$ cat config.mk
export PLATFORM = sky130hd
export DESIGN_NAME = piecewise_exponential_inverse_sampler
export DESIGN_NICKNAME = d
export VERILOG_FILES = /design/src/pei_pkg.sv /design/src/piecewise_exponential_inverse_sampler.sv /design/src/pei_ram.sv /design/src/pei_divider.sv
export SDC_FILE = /design/constraint.sdc
export NUM_CORES = 2
export LEC_CHECK = 0
export BUFFER_PORTS_ARGS = -buffer_cell sky130_fd_sc_hd__clkbuf_2
export CAP_MARGIN = 20
export CORE_MARGIN = 8
export CORE_UTILIZATION = 26
export DETAILED_ROUTE_END_ITERATION = 12
export GPL_ROUTABILITY_DRIVEN = 0
export PLACE_DENSITY = 0.4
export SLEW_MARGIN = 20
export SYNTH_ARGS = -nofsm -noshare
export SYNTH_HDL_FRONTEND = slang
export SYNTH_SLANG_ARGS = --single-unit
$ cat constraint.sdc
create_clock -name clk -period 12.2 [get_ports clk]
set_input_delay 1.22 -clock clk [delete_from_list [all_inputs] [get_ports clk]]
set_output_delay 1.22 -clock clk [all_outputs]
set_load 0.05 [all_outputs]
$ cat src/pei_pkg.sv
// Shared types and constants for the piecewise exponential inverse sampler.
package pei_pkg;

  // Table geometry and fixed-point format.
  localparam int MAX_INTERVALS = 16;
  localparam int IDX_W         = 4;
  localparam int WORD_BITS     = 32;
  localparam int FRAC_BITS     = 16;
  localparam int DIV_BITS      = WORD_BITS + FRAC_BITS;
  localparam int COUNT_W       = 5;
  localparam int APB_ADDR_W    = 3;
  localparam int APB_DATA_W    = 32;

  // Register map, indexed by word address.
  localparam logic REG_INTERVAL_COUNT = 1'b0;
  localparam logic [COUNT_W-1:0] COUNT_RESET = 5'd1;

  // Command codes of an input item.
  localparam logic CMD_LOAD   = 1'b0;
  localparam logic CMD_SAMPLE = 1'b1;

  typedef struct packed {
    logic                 cmd;
    logic [IDX_W-1:0]     entry_index;
    logic [WORD_BITS-1:0] entry_start_time;
    logic [WORD_BITS-1:0] entry_cum_hazard;
    logic [WORD_BITS-1:0] entry_rate;
    logic [WORD_BITS-1:0] variate;
  } in_item_t;

  typedef struct packed {
    logic [WORD_BITS-1:0] event_time;
    logic [IDX_W-1:0]     interval_found;
    logic                 saturated;
  } out_item_t;

  // One table entry as stored in the interval memory.
  typedef struct packed {
    logic [WORD_BITS-1:0] start_time;
    logic [WORD_BITS-1:0] cum_hazard;
    logic [WORD_BITS-1:0] rate;
  } entry_t;

  // Result of the fixed-point divider.
  typedef struct packed {
    logic                 ovf;
    logic [WORD_BITS-1:0] quot;
  } div_res_t;

  typedef enum logic [2:0] {
    ST_IDLE,
    ST_PROBE,
    ST_CMP,
    ST_FIX,
    ST_LOAD,
    ST_DIV,
    ST_SUM
  } state_t;

endpackage

$ cat src/piecewise_exponential_inverse_sampler.sv
// Top level of the piecewise exponential inverse cumulative hazard sampler.
//
//   Channel  Direction  Transfer when          Payload
//   in_      input      in_valid & in_ready    pei_pkg::in_item_t
//   out_     output     out_valid & out_ready  pei_pkg::out_item_t
//   APB      input      psel&penable&pwrite    interval_count at address 0
//
// A load item writes the interval memory directly and leaves the block idle for the next item.
// A sample item runs a binary search (at most four steps, each a probe and a compare),
// fetches the chosen entry, runs the bit-serial divider, adds in SUM and returns to idle;
// SUM holds while the output register is full and not taken, and no item is taken until idle.
// Reset clears the control state and sets interval_count to 1; the memory is not cleared.
// A result waits in the output register while the next item is taken.
module piecewise_exponential_inverse_sampler (
  input  logic                           clk,
  input  logic                           rst_n,
  input  logic                           in_valid,
  output logic                           in_ready,
  input  pei_pkg::in_item_t              in_data,
  output logic                           out_valid,
  input  logic                           out_ready,
  output pei_pkg::out_item_t             out_data,
  input  logic                           psel,
  input  logic                           penable,
  input  logic                           pwrite,
  input  logic [pei_pkg::APB_ADDR_W-1:0] paddr,
  input  logic [pei_pkg::APB_DATA_W-1:0] pwdata,
  output logic [pei_pkg::APB_DATA_W-1:0] prdata,
  output logic                           pready
);
  import pei_pkg::*;

  state_t               state_r, state_nxt;
  logic [COUNT_W-1:0]   count_r, count_nxt;
  logic [IDX_W-1:0]     lo_r, lo_nxt;
  logic [IDX_W-1:0]     hi_r, hi_nxt;
  logic [WORD_BITS-1:0] tgt_r, tgt_nxt;
  logic [WORD_BITS-1:0] start_r, start_nxt;
  logic                 rzero_r, rzero_nxt;
  logic                 out_valid_r, out_valid_nxt;
  out_item_t            out_data_r, out_data_nxt;

  logic                 in_xfer;
  logic                 cfg_wr;
  logic [IDX_W:0]       mid_sum;
  logic [IDX_W-1:0]     mid;
  logic [IDX_W-1:0]     hi_init;
  logic                 step_back;
  logic                 take_entry;
  logic                 out_free;
  logic [WORD_BITS-1:0] excess;
  logic [WORD_BITS:0]   sum;
  logic                 sat;

  logic                 ram_we;
  logic [IDX_W-1:0]     ram_raddr;
  logic [$bits(entry_t)-1:0] ram_rdata;
  entry_t               wr_entry;
  entry_t               rd_entry;

  logic                 div_start;
  logic                 div_done;
  div_res_t             div_res;

  // Configuration register port.
  assign pready = 1'b1;
  assign cfg_wr = psel && penable && pwrite && pready;

  always_comb begin
    count_nxt = count_r;
    if (cfg_wr && (paddr[APB_ADDR_W-1:2] == REG_INTERVAL_COUNT)) begin
      count_nxt = pwdata[COUNT_W-1:0];
    end
  end

  always_comb begin
    prdata = '0;
    if (paddr[APB_ADDR_W-1:2] == REG_INTERVAL_COUNT) begin
      prdata = {{(APB_DATA_W-COUNT_W){1'b0}}, count_r};
    end
  end

  // Interval memory: one word holds start time, cumulative hazard and rate.
  assign wr_entry.start_time = in_data.entry_start_time;
  assign wr_entry.cum_hazard = in_data.entry_cum_hazard;
  assign wr_entry.rate       = in_data.entry_rate;
  assign rd_entry            = entry_t'(ram_rdata);

  pei_ram #(
    .WIDTH ($bits(entry_t)),
    .DEPTH (MAX_INTERVALS)
  ) u_table (
    .clk   (clk),
    .we    (ram_we),
    .waddr (in_data.entry_index),
    .wdata (wr_entry),
    .raddr (ram_raddr),
    .rdata (ram_rdata)
  );

  // Search helpers: midpoint, clamped upper bound, step back past a too-large entry.
  assign in_xfer    = in_valid && in_ready;
  assign mid_sum    = {1'b0, lo_r} + {1'b0, hi_r};
  assign mid        = mid_sum[IDX_W:1];
  assign step_back  = (rd_entry.cum_hazard > tgt_r) && (lo_r != '0);
  assign take_entry = ((state_r == ST_FIX) && !step_back) || (state_r == ST_LOAD);
  assign excess     = (tgt_r >= rd_entry.cum_hazard) ? (tgt_r - rd_entry.cum_hazard) : '0;
  assign out_free   = !out_valid_r || out_ready;

  always_comb begin
    if (count_r == '0) begin
      hi_init = '0;
    end else if (count_r > COUNT_W'(MAX_INTERVALS)) begin
      hi_init = IDX_W'(MAX_INTERVALS - 1);
    end else begin
      hi_init = IDX_W'(count_r - 1'b1);
    end
  end

  pei_divider u_div (
    .clk   (clk),
    .rst_n (rst_n),
    .start (div_start),
    .num   (excess),
    .den   (rd_entry.rate),
    .done  (div_done),
    .res   (div_res)
  );

  // Final add with saturation on zero rate, quotient overflow or carry out.
  assign sum = {1'b0, start_r} + {1'b0, div_res.quot};
  assign sat = rzero_r || div_res.ovf || sum[WORD_BITS];

  // Next state.
  always_comb begin
    state_nxt = state_r;
    case (state_r)
      ST_IDLE: begin
        if (in_xfer && (in_data.cmd == CMD_SAMPLE)) begin
          state_nxt = ST_PROBE;
        end
      end
      ST_PROBE: begin
        state_nxt = (lo_r < hi_r) ? ST_CMP : ST_FIX;
      end
      ST_CMP: begin
        state_nxt = ST_PROBE;
      end
      ST_FIX: begin
        state_nxt = step_back ? ST_LOAD : ST_DIV;
      end
      ST_LOAD: begin
        state_nxt = ST_DIV;
      end
      ST_DIV: begin
        if (div_done) begin
          state_nxt = ST_SUM;
        end
      end
      ST_SUM: begin
        if (out_free) begin
          state_nxt = ST_IDLE;
        end
      end
      default: begin
        state_nxt = ST_IDLE;
      end
    endcase
  end

  // Control outputs: handshake, memory ports and divider start.
  always_comb begin
    in_ready  = 1'b0;
    ram_we    = 1'b0;
    ram_raddr = lo_r;
    div_start = 1'b0;
    case (state_r)
      ST_IDLE: begin
        in_ready = 1'b1;
        ram_we   = in_valid && (in_data.cmd == CMD_LOAD);
      end
      ST_PROBE: begin
        ram_raddr = (lo_r < hi_r) ? mid : lo_r;
      end
      ST_FIX: begin
        ram_raddr = lo_r - 1'b1;
        div_start = take_entry;
      end
      ST_LOAD: begin
        div_start = 1'b1;
      end
      default: begin
        ram_raddr = lo_r;
      end
    endcase
  end

  // Datapath registers.
  always_comb begin
    lo_nxt        = lo_r;
    hi_nxt        = hi_r;
    tgt_nxt       = tgt_r;
    start_nxt     = start_r;
    rzero_nxt     = rzero_r;
    out_data_nxt  = out_data_r;
    out_valid_nxt = out_valid_r && !out_ready;
    if ((state_r == ST_IDLE) && in_xfer) begin
      lo_nxt  = '0;
      hi_nxt  = hi_init;
      tgt_nxt = in_data.variate;
    end
    if (state_r == ST_CMP) begin
      if (rd_entry.cum_hazard <= tgt_r) begin
        lo_nxt = mid + 1'b1;
      end else begin
        hi_nxt = mid;
      end
    end
    if ((state_r == ST_FIX) && step_back) begin
      lo_nxt = lo_r - 1'b1;
    end
    if (take_entry) begin
      start_nxt = rd_entry.start_time;
      rzero_nxt = (rd_entry.rate == '0);
    end
    if ((state_r == ST_SUM) && out_free) begin
      out_valid_nxt               = 1'b1;
      out_data_nxt.event_time     = sat ? {WORD_BITS{1'b1}} : sum[WORD_BITS-1:0];
      out_data_nxt.interval_found = lo_r;
      out_data_nxt.saturated      = sat;
    end
  end

  always_ff @(posedge clk) begin
    if (!rst_n) begin
      state_r     <= ST_IDLE;
      count_r     <= COUNT_RESET;
      out_valid_r <= 1'b0;
    end else begin
      state_r     <= state_nxt;
      count_r     <= count_nxt;
      out_valid_r <= out_valid_nxt;
    end
    lo_r       <= lo_nxt;
    hi_r       <= hi_nxt;
    tgt_r      <= tgt_nxt;
    start_r    <= start_nxt;
    rzero_r    <= rzero_nxt;
    out_data_r <= out_data_nxt;
  end

  assign out_valid = out_valid_r;
  assign out_data  = out_data_r;

endmodule

$ cat src/pei_ram.sv
// Generic single-write, single-read RAM with registered read data.
module pei_ram #(
  parameter int WIDTH = 32,
  parameter int DEPTH = 16
) (
  input  logic                     clk,
  input  logic                     we,
  input  logic [$clog2(DEPTH)-1:0] waddr,
  input  logic [WIDTH-1:0]         wdata,
  input  logic [$clog2(DEPTH)-1:0] raddr,
  output logic [WIDTH-1:0]         rdata
);

  logic [WIDTH-1:0] mem [DEPTH];
  logic [WIDTH-1:0] rdata_r;

  // Write port and registered read port.
  always_ff @(posedge clk) begin
    if (we) begin
      mem[waddr] <= wdata;
    end
    rdata_r <= mem[raddr];
  end

  assign rdata = rdata_r;

endmodule

$ cat src/pei_divider.sv
// Restoring divider for (num * 2^FRAC_BITS) / den, one quotient bit per cycle.
module pei_divider (
  input  logic                          clk,
  input  logic                          rst_n,
  input  logic                          start,
  input  logic [pei_pkg::WORD_BITS-1:0] num,
  input  logic [pei_pkg::WORD_BITS-1:0] den,
  output logic                          done,
  output pei_pkg::div_res_t             res
);
  import pei_pkg::*;

  localparam int CNT_W = $clog2(DIV_BITS);

  logic                 busy_r, busy_nxt;
  logic [CNT_W-1:0]     cnt_r, cnt_nxt;
  logic [DIV_BITS-1:0]  dvd_r, dvd_nxt;
  logic [DIV_BITS-1:0]  quo_r, quo_nxt;
  logic [WORD_BITS-1:0] rem_r, rem_nxt;
  logic [WORD_BITS-1:0] den_r, den_nxt;
  logic [WORD_BITS:0]   rem_sh;
  logic [WORD_BITS:0]   diff;
  logic                 ge;

  // Shift in the next dividend bit and try a subtract.
  assign rem_sh = {rem_r, dvd_r[DIV_BITS-1]};
  assign diff   = rem_sh - {1'b0, den_r};
  assign ge     = (rem_sh >= {1'b0, den_r});

  always_comb begin
    busy_nxt = busy_r;
    cnt_nxt  = cnt_r;
    dvd_nxt  = dvd_r;
    quo_nxt  = quo_r;
    rem_nxt  = rem_r;
    den_nxt  = den_r;
    if (start) begin
      busy_nxt = 1'b1;
      cnt_nxt  = CNT_W'(DIV_BITS - 1);
      dvd_nxt  = {num, {FRAC_BITS{1'b0}}};
      quo_nxt  = '0;
      rem_nxt  = '0;
      den_nxt  = den;
    end else if (busy_r) begin
      rem_nxt = ge ? diff[WORD_BITS-1:0] : rem_sh[WORD_BITS-1:0];
      quo_nxt = {quo_r[DIV_BITS-2:0], ge};
      dvd_nxt = {dvd_r[DIV_BITS-2:0], 1'b0};
      if (cnt_r == '0) begin
        busy_nxt = 1'b0;
      end else begin
        cnt_nxt = cnt_r - 1'b1;
      end
    end
  end

  always_ff @(posedge clk) begin
    if (!rst_n) begin
      busy_r <= 1'b0;
    end else begin
      busy_r <= busy_nxt;
    end
    cnt_r <= cnt_nxt;
    dvd_r <= dvd_nxt;
    quo_r <= quo_nxt;
    rem_r <= rem_nxt;
    den_r <= den_nxt;
  end

  // The last step is taken at the edge where done is high.
  assign done     = busy_r && (cnt_r == '0);
  assign res.quot = quo_r[WORD_BITS-1:0];
  assign res.ovf  = |quo_r[DIV_BITS-1:WORD_BITS];

endmodule

# After elaboration in Yosys (flattened, before gate mapping)

Memories as Yosys holds them, arrays and structs flattened. A register that Yosys moved wholly into a read port is not among the register bits.
Index checks and enable logic that the tools add are counted.

Memories kept: 1
Register bits: 270
Bits in writable memories: 1536
Output and inout port bits: 72

Equality and inequality tests: 9
Add/sub/neg operators: 8
Mux-type cells: 31
Bitwise operators: 3
Magnitude comparators: 6
Reduce and logical (&&, ||, !) cells: 29

Memories:

| memory      | words | width | rd ports | clocked after Yosys merged registers in | wr ports | RTL line      | source |
|---|---|---|---|---|---|---|---|
| u_table.mem | 16    | 96    | 1        | 1                                       | 1        | pei_ram.sv:14 | `logic [WIDTH-1:0] mem [DEPTH];` |

Operators with widths:

| kind                                              | number |
|---|---|
| 2-to-1 mux 48 bit                                 | 2 |
| 2-to-1 mux 32 bit                                 | 2 |
| subtractor 32 bit                                 | 2 |
| 2-to-1 mux 4 bit                                  | 10 |
| adder 32 x 32 -> 33 bit                           | 1 |
| >= comparator 33 x 32 -> 1 bit                    | 1 |
| >= comparator 32 bit                              | 1 |
| > comparator 32 bit                               | 1 |
| <= comparator 32 bit                              | 1 |
| zero test 32 bit                                  | 1 |
| case mux 3 bit (7 select lines)                   | 1 |
| OR reduction 16 bit                               | 1 |
| logical AND 1 bit                                 | 13 |
| 2-to-1 mux 1 bit                                  | 10 |
| == test 3 bit (second input constant)             | 3 |
| 2-to-1 mux 3 bit                                  | 3 |
| case mux 4 bit (2 select lines)                   | 1 |
| subtractor 4 x 1 -> 4 bit (second input constant) | 2 |
| == test 3 x 2 -> 1 bit (second input constant)    | 2 |
| zero test 6 bit                                   | 1 |
| inequality test 2 bit (second input constant)     | 3 |
| subtractor 6 x 1 -> 6 bit (second input constant) | 1 |
| adder 4 x 4 -> 5 bit                              | 1 |
| > comparator 5 bit (second input constant)        | 1 |
| other kinds (14)                                  | 21 |

# Longest topological paths before layout

Depth after elaboration: 8
Gate-level depth with buffers: 14

# Modules after synthesis

From an unflattened synthesis, not the netlist that was laid out.

Cell total of the unflattened synthesis: 4130
Area, all modules: 75595.0 um^2

Modules (own cells, without submodules):

| module                                | instances | cells each | area each (um^2) |
|---|---|---|---|
| pei_ram                               | 1         | 2460       | 59355.7 |
| piecewise_exponential_inverse_sampler | 1         | 905        | 8488.1 |
| pei_divider                           | 1         | 765        | 7751.2 |

# Worst setup path after synthesis

OpenSTA, ideal clock, no wires.

Path kind: register -> register
Start: register state_r[1]
End: memory u_table.mem[12][0] (netlist bit), enable pin
Setup slack: 2.479 ns
Library setup time: 0.670 ns
Data required time: 11.530 ns
Cell stages (with the launch flop): 9
Period minus slack after synthesis: 9.721 ns
Arrival: 9.051 ns
Cell sequence: dfxtp_1 buf_2 clkbuf_1 nor3_1 nand2_1 clkbuf_1 nor2_1 nand3_1 nor3_1

Cells in the longest elaborated chain, start to end: 4

Ends and longest elaborated chain:

| what                                   | RTL line                                     | source |
|---|---|---|
| start, declared                        | piecewise_exponential_inverse_sampler.sv:33  | `state_t state_r, state_nxt;` |
| start signal, assigned                 | piecewise_exponential_inverse_sampler.sv:240 | `state_r <= state_nxt;` |
| zero test 3 bit                        | piecewise_exponential_inverse_sampler.sv:177 | `case (state_r)` |
| 2-to-1 mux 1 bit                       | piecewise_exponential_inverse_sampler.sv:177 |  |
| 2-to-1 mux 1 bit                       | pei_ram.sv:19                                | `if (we) begin` |
| 2-to-1 mux 1 bit (implied by the code) | pei_ram.sv:20                                | `mem[waddr] <= wdata;` |
| end, declared                          | pei_ram.sv:14                                |  |

Every way passes these cells.

# Worst setup path in the final report

Start: register state_r[1]
End: memory u_table.mem[15][66] (netlist bit), enable pin

The elaborated chain is that of the path after synthesis.

==> flow_metrics.py <==
metrics = {
    "layout": {
        "drive_gt1_share_pct": 21.7,
        "fillCellCount": 28101,
        "area_delta_synth_final_pct": 16.7,
        "finalNetCount": 4663,
        "area.sequential_um2": 55100,
        "multi_input_area_um2": 18600,
        "final_core_util_pct": 30.4,
    },
    "clock_tree": {
        "cts_resized": 0,
        "numCtsBuffers": 215,
        "clock_latency_ns": 0.89,
        "clock_path_buffers": 4,
        "h-tree-depth": 4,
        "cts.sink_count": 1902,
        "cts_root_buf": "clkbuf_16",
        "cts_tree": "done",
        "hold_buffers": 0,
        "path_clk_slew_ns": 0.06,
        "cts_setup_buffers": 0,
    },
    "power": {
        "power.internal_uw": 14000,
        "ir_drop_mv": 0.289,
        "clock_power_share_pct": 30.9,
        "pwr-share-seq_pct": 38.4,
        "swShare_pct": 31.7,
        "switching_power_uw": 6480,
        "combPwrFrac_pct": 30.7,
        "powerDensity_nw_per_um2": 234,
        "p_leak_uw": 0.0290,
    },
    "floorplan": {
        "die_h_um": 553,
        "die_area_um2": 306000,
        "core_area_um2": 287000,
        "initial_core_util_pct": 26.1,
        "rows": 197,
        "die_width_um": 553,
        "ioPinCount": 247,
    },
    "synthesis": {
        "synth_edf_count": 1702,
        "synth_top_area_share_pct": 68.2,
        "synth_top_flop_cell": "edfxtp_1",
        "netlist_area_um2": 75000,
        "yosysMostFrequentCell": "edfxtp_1",
        "synth_top_area_cell": "edfxtp_1",
        "synth_cells": 4086,
        "ys_ff_latch": 1902,
        "yosysUniqueCellTypes": 82,
        "synth_commonest_cells": "edfxtp_1 (1,702), mux4_2 (384), nand2_1 (279), dfxtp_1 (200), a22oi_1 (193)",
        "ys.warnings.count": 0,
        "ys_async_sr_fraction_pct": 0,
        "synth.area.top_cells": "edfxtp_1 (68%), mux4_2 (12%), dfxtp_1 (5.3%)",
        "avgSynthCellArea_um2": 18.3,
        "ys_seq_area_share_pct": 73.5,
    },
    "timing": {
        "fmax_mhz": 195,
        "fin_crit_sh_pct": 42.0,
        "skew_ns": 0.0959,
        "setup_viol": 0,
        "finalSetupTns_ns": 0,
        "hold_viol": 0,
        "slew_headroom_pct": 30.1,
        "slew_viol_final": 0,
        "worstMarginPinSlew_ns": 1.05,
        "rsz0062_at_grt": "no",
        "fin_crit_ns": 5.13,
    },
    "setup_path": {
        "timing.rr.end": "u_table.mem[15][66]",
        "worstPathRequired_ns": 12.67,
        "crit_start": "state_r[1]",
        "rrSetupSlack_ns": 7.07,
        "worstSetupPathType": "reg -> reg",
        "critPathCaptureType": "flop",
        "setup.worst_path.end": "u_table.mem[15][66]",
        "r2r-start": "state_r[1]",
        "worst_ep_arrival_time_ns": 5.59,
        "cp_max_fo": 36,
        "startpoint_type": "flop",
        "r2r_cells": 8,
    },
    "placed_design": {
        "port_buffers": 189,
        "hpwl_mm": 112,
    },
    "routing": {
        "vias": 38718,
        "drtIter0Drc": 2822,
        "wl_mm": 208,
        "routed_via_density": 4.63,
        "antenna_left": 0,
        "firstDrtPassIters": 5,
        "wl_per_cell_um": 24.9,
        "drc_errors": 0,
    },
    "hold_path": {
        "hold_start": "u_table.rdata[75]",
        "hp-class": "reg -> reg",
    },
    "outcome": {
        "status": "finished clean",
    },
    "global_routing": {
        "grt_pass1_wl_mm": 298,
        "antenna_found_initial": 53,
        "grt-ovfl-total": 0,
        "grtUsageTotal_pct": 13.2,
        "grt_pass1_vias": 40565,
        "grt_max_degree": 117,
    },
    "job": {
        "max_cap_violations": 0,
    },
}
==> sequential cells by signal, indices dropped and copies added, names as in the netlist <==
| name | cells |
|---|---|
| out_valid | 1 |
| u_div.busy_r | 1 |
| state_r | 3 |
| u_div.den_r | 32 |
| u_div.quo_r | 48 |
| out_data | 37 |
| u_table.mem | 1536 |
| rzero_r | 1 |
| count_r | 5 |
| tgt_r | 32 |
| start_r | 32 |
| u_div.rem_r | 32 |
| u_table.rdata | 96 |
| lo_r | 4 |
| u_div.dvd_r | 32 |
| hi_r | 4 |
| u_div.cnt_r | 6 |
==> routing by layer <==
| layer | GRT usage [%] | part of all wire [%] | up-vias | routed length (um) |
|---|---|---|---|---|
| met5 | 0 | 0.081 | - | 169 |
| met4 | 3.07 | 2.3 | 26 | 4710 |
| met3 | 2.61 | 4.9 | 332 | 10100 |
| met2 | 21.3 | 46 | 840 | 96500 |
| met1 | 18.3 | 46 | 20529 | 96700 |
| li1 | - | - | 16991 | - |
==> cell usage in the layout (no fill, tap or decap), drive strengths merged, types with 28 or more instances in the layout <==
master,n
edfxtp,1702
clkbuf,496
mux4,384
nand2,279
dfxtp,200
a22oi,193
nor2,154
inv,114
ha,107
a21oi,103
o21ai,98
clkinv,71
buf,70
mux2i,64
a21o,49
xnor2,44
xor2,40
nor3,30
conb,28
==> cell families after synthesis <==
| family | Yosys count | synth area share, % |
|---|---|---|
| xor gates and xnor gates | 84 | 0.982 |
| and+or+nand+nor | 609 | 3.59 |
| muxes | 450 | 12.4 |
| buffers and inverters | 323 | 1.99 |
| AOI/OAI and AO/OA | 603 | 5.56 |
| other | 2 | 0.0100 |
| DFF | 1902 | 73.5 |
| adders and majority gates | 113 | 1.92 |
==> cell type report <==
class	instances	share of cell area [%]
antenna	20	0.0572
timing repair buffer	259	1.91
inverter	112	0.483
sequential	1902	63.0
tap	3781	5.41
clock buffer	307	6.88
multi-input combinational	1887	21.3
clock inverter	89	0.988
==> worst max-delay path: stages, from the launching register on <==
cell	delay, ns
dfxtp_1	0.49
nor3_1	0.49
nand2_1	0.44
nor2_1	0.24
nand3_1	0.34
nor2_4	0.57
buf_4	0.70
buf_4	0.79
buf_4	0.61
==> how the worst min path moves through the flow <==
| stage | to | depth (start not counted) |
|---|---|---|
| detailed placement | start_r[17] | 0 |
| global placement | start_r[25] | 0 |
| global route | start_r[11] | 0 |
| CTS | start_r[11] | 0 |
| floorplan | start_r[0] | 0 |
| finish | start_r[11] | 0 |
==> power by group through the flow <==
stage	clock network (uW)	registers, uW	logic (uW)
final	6330	7850	6280
after global routing	6760	7900	6900
after CTS	6550	7860	6460
after detailed placement	0	7990	6440
after global placement	0	7990	6460
after floorplan	0	7850	4670
==> per-stage QoR <==
stage	area (um2)	instances	hold slack, ns	setup WS [ns]	total power [uW]
after floorplan	75100	4112	0.386	2.48	12500
after global placement	80600	7941	0.394	6.69	14500
after detailed placement	80600	7941	0.389	6.69	14400
after CTS	87400	8337	0.365	6.94	20900
after global routing	87500	8344	0.386	6.67	21500
final	87500	8357	0.375	7.07	20500
No activity file was read; power rests on OpenSTA's default activity.
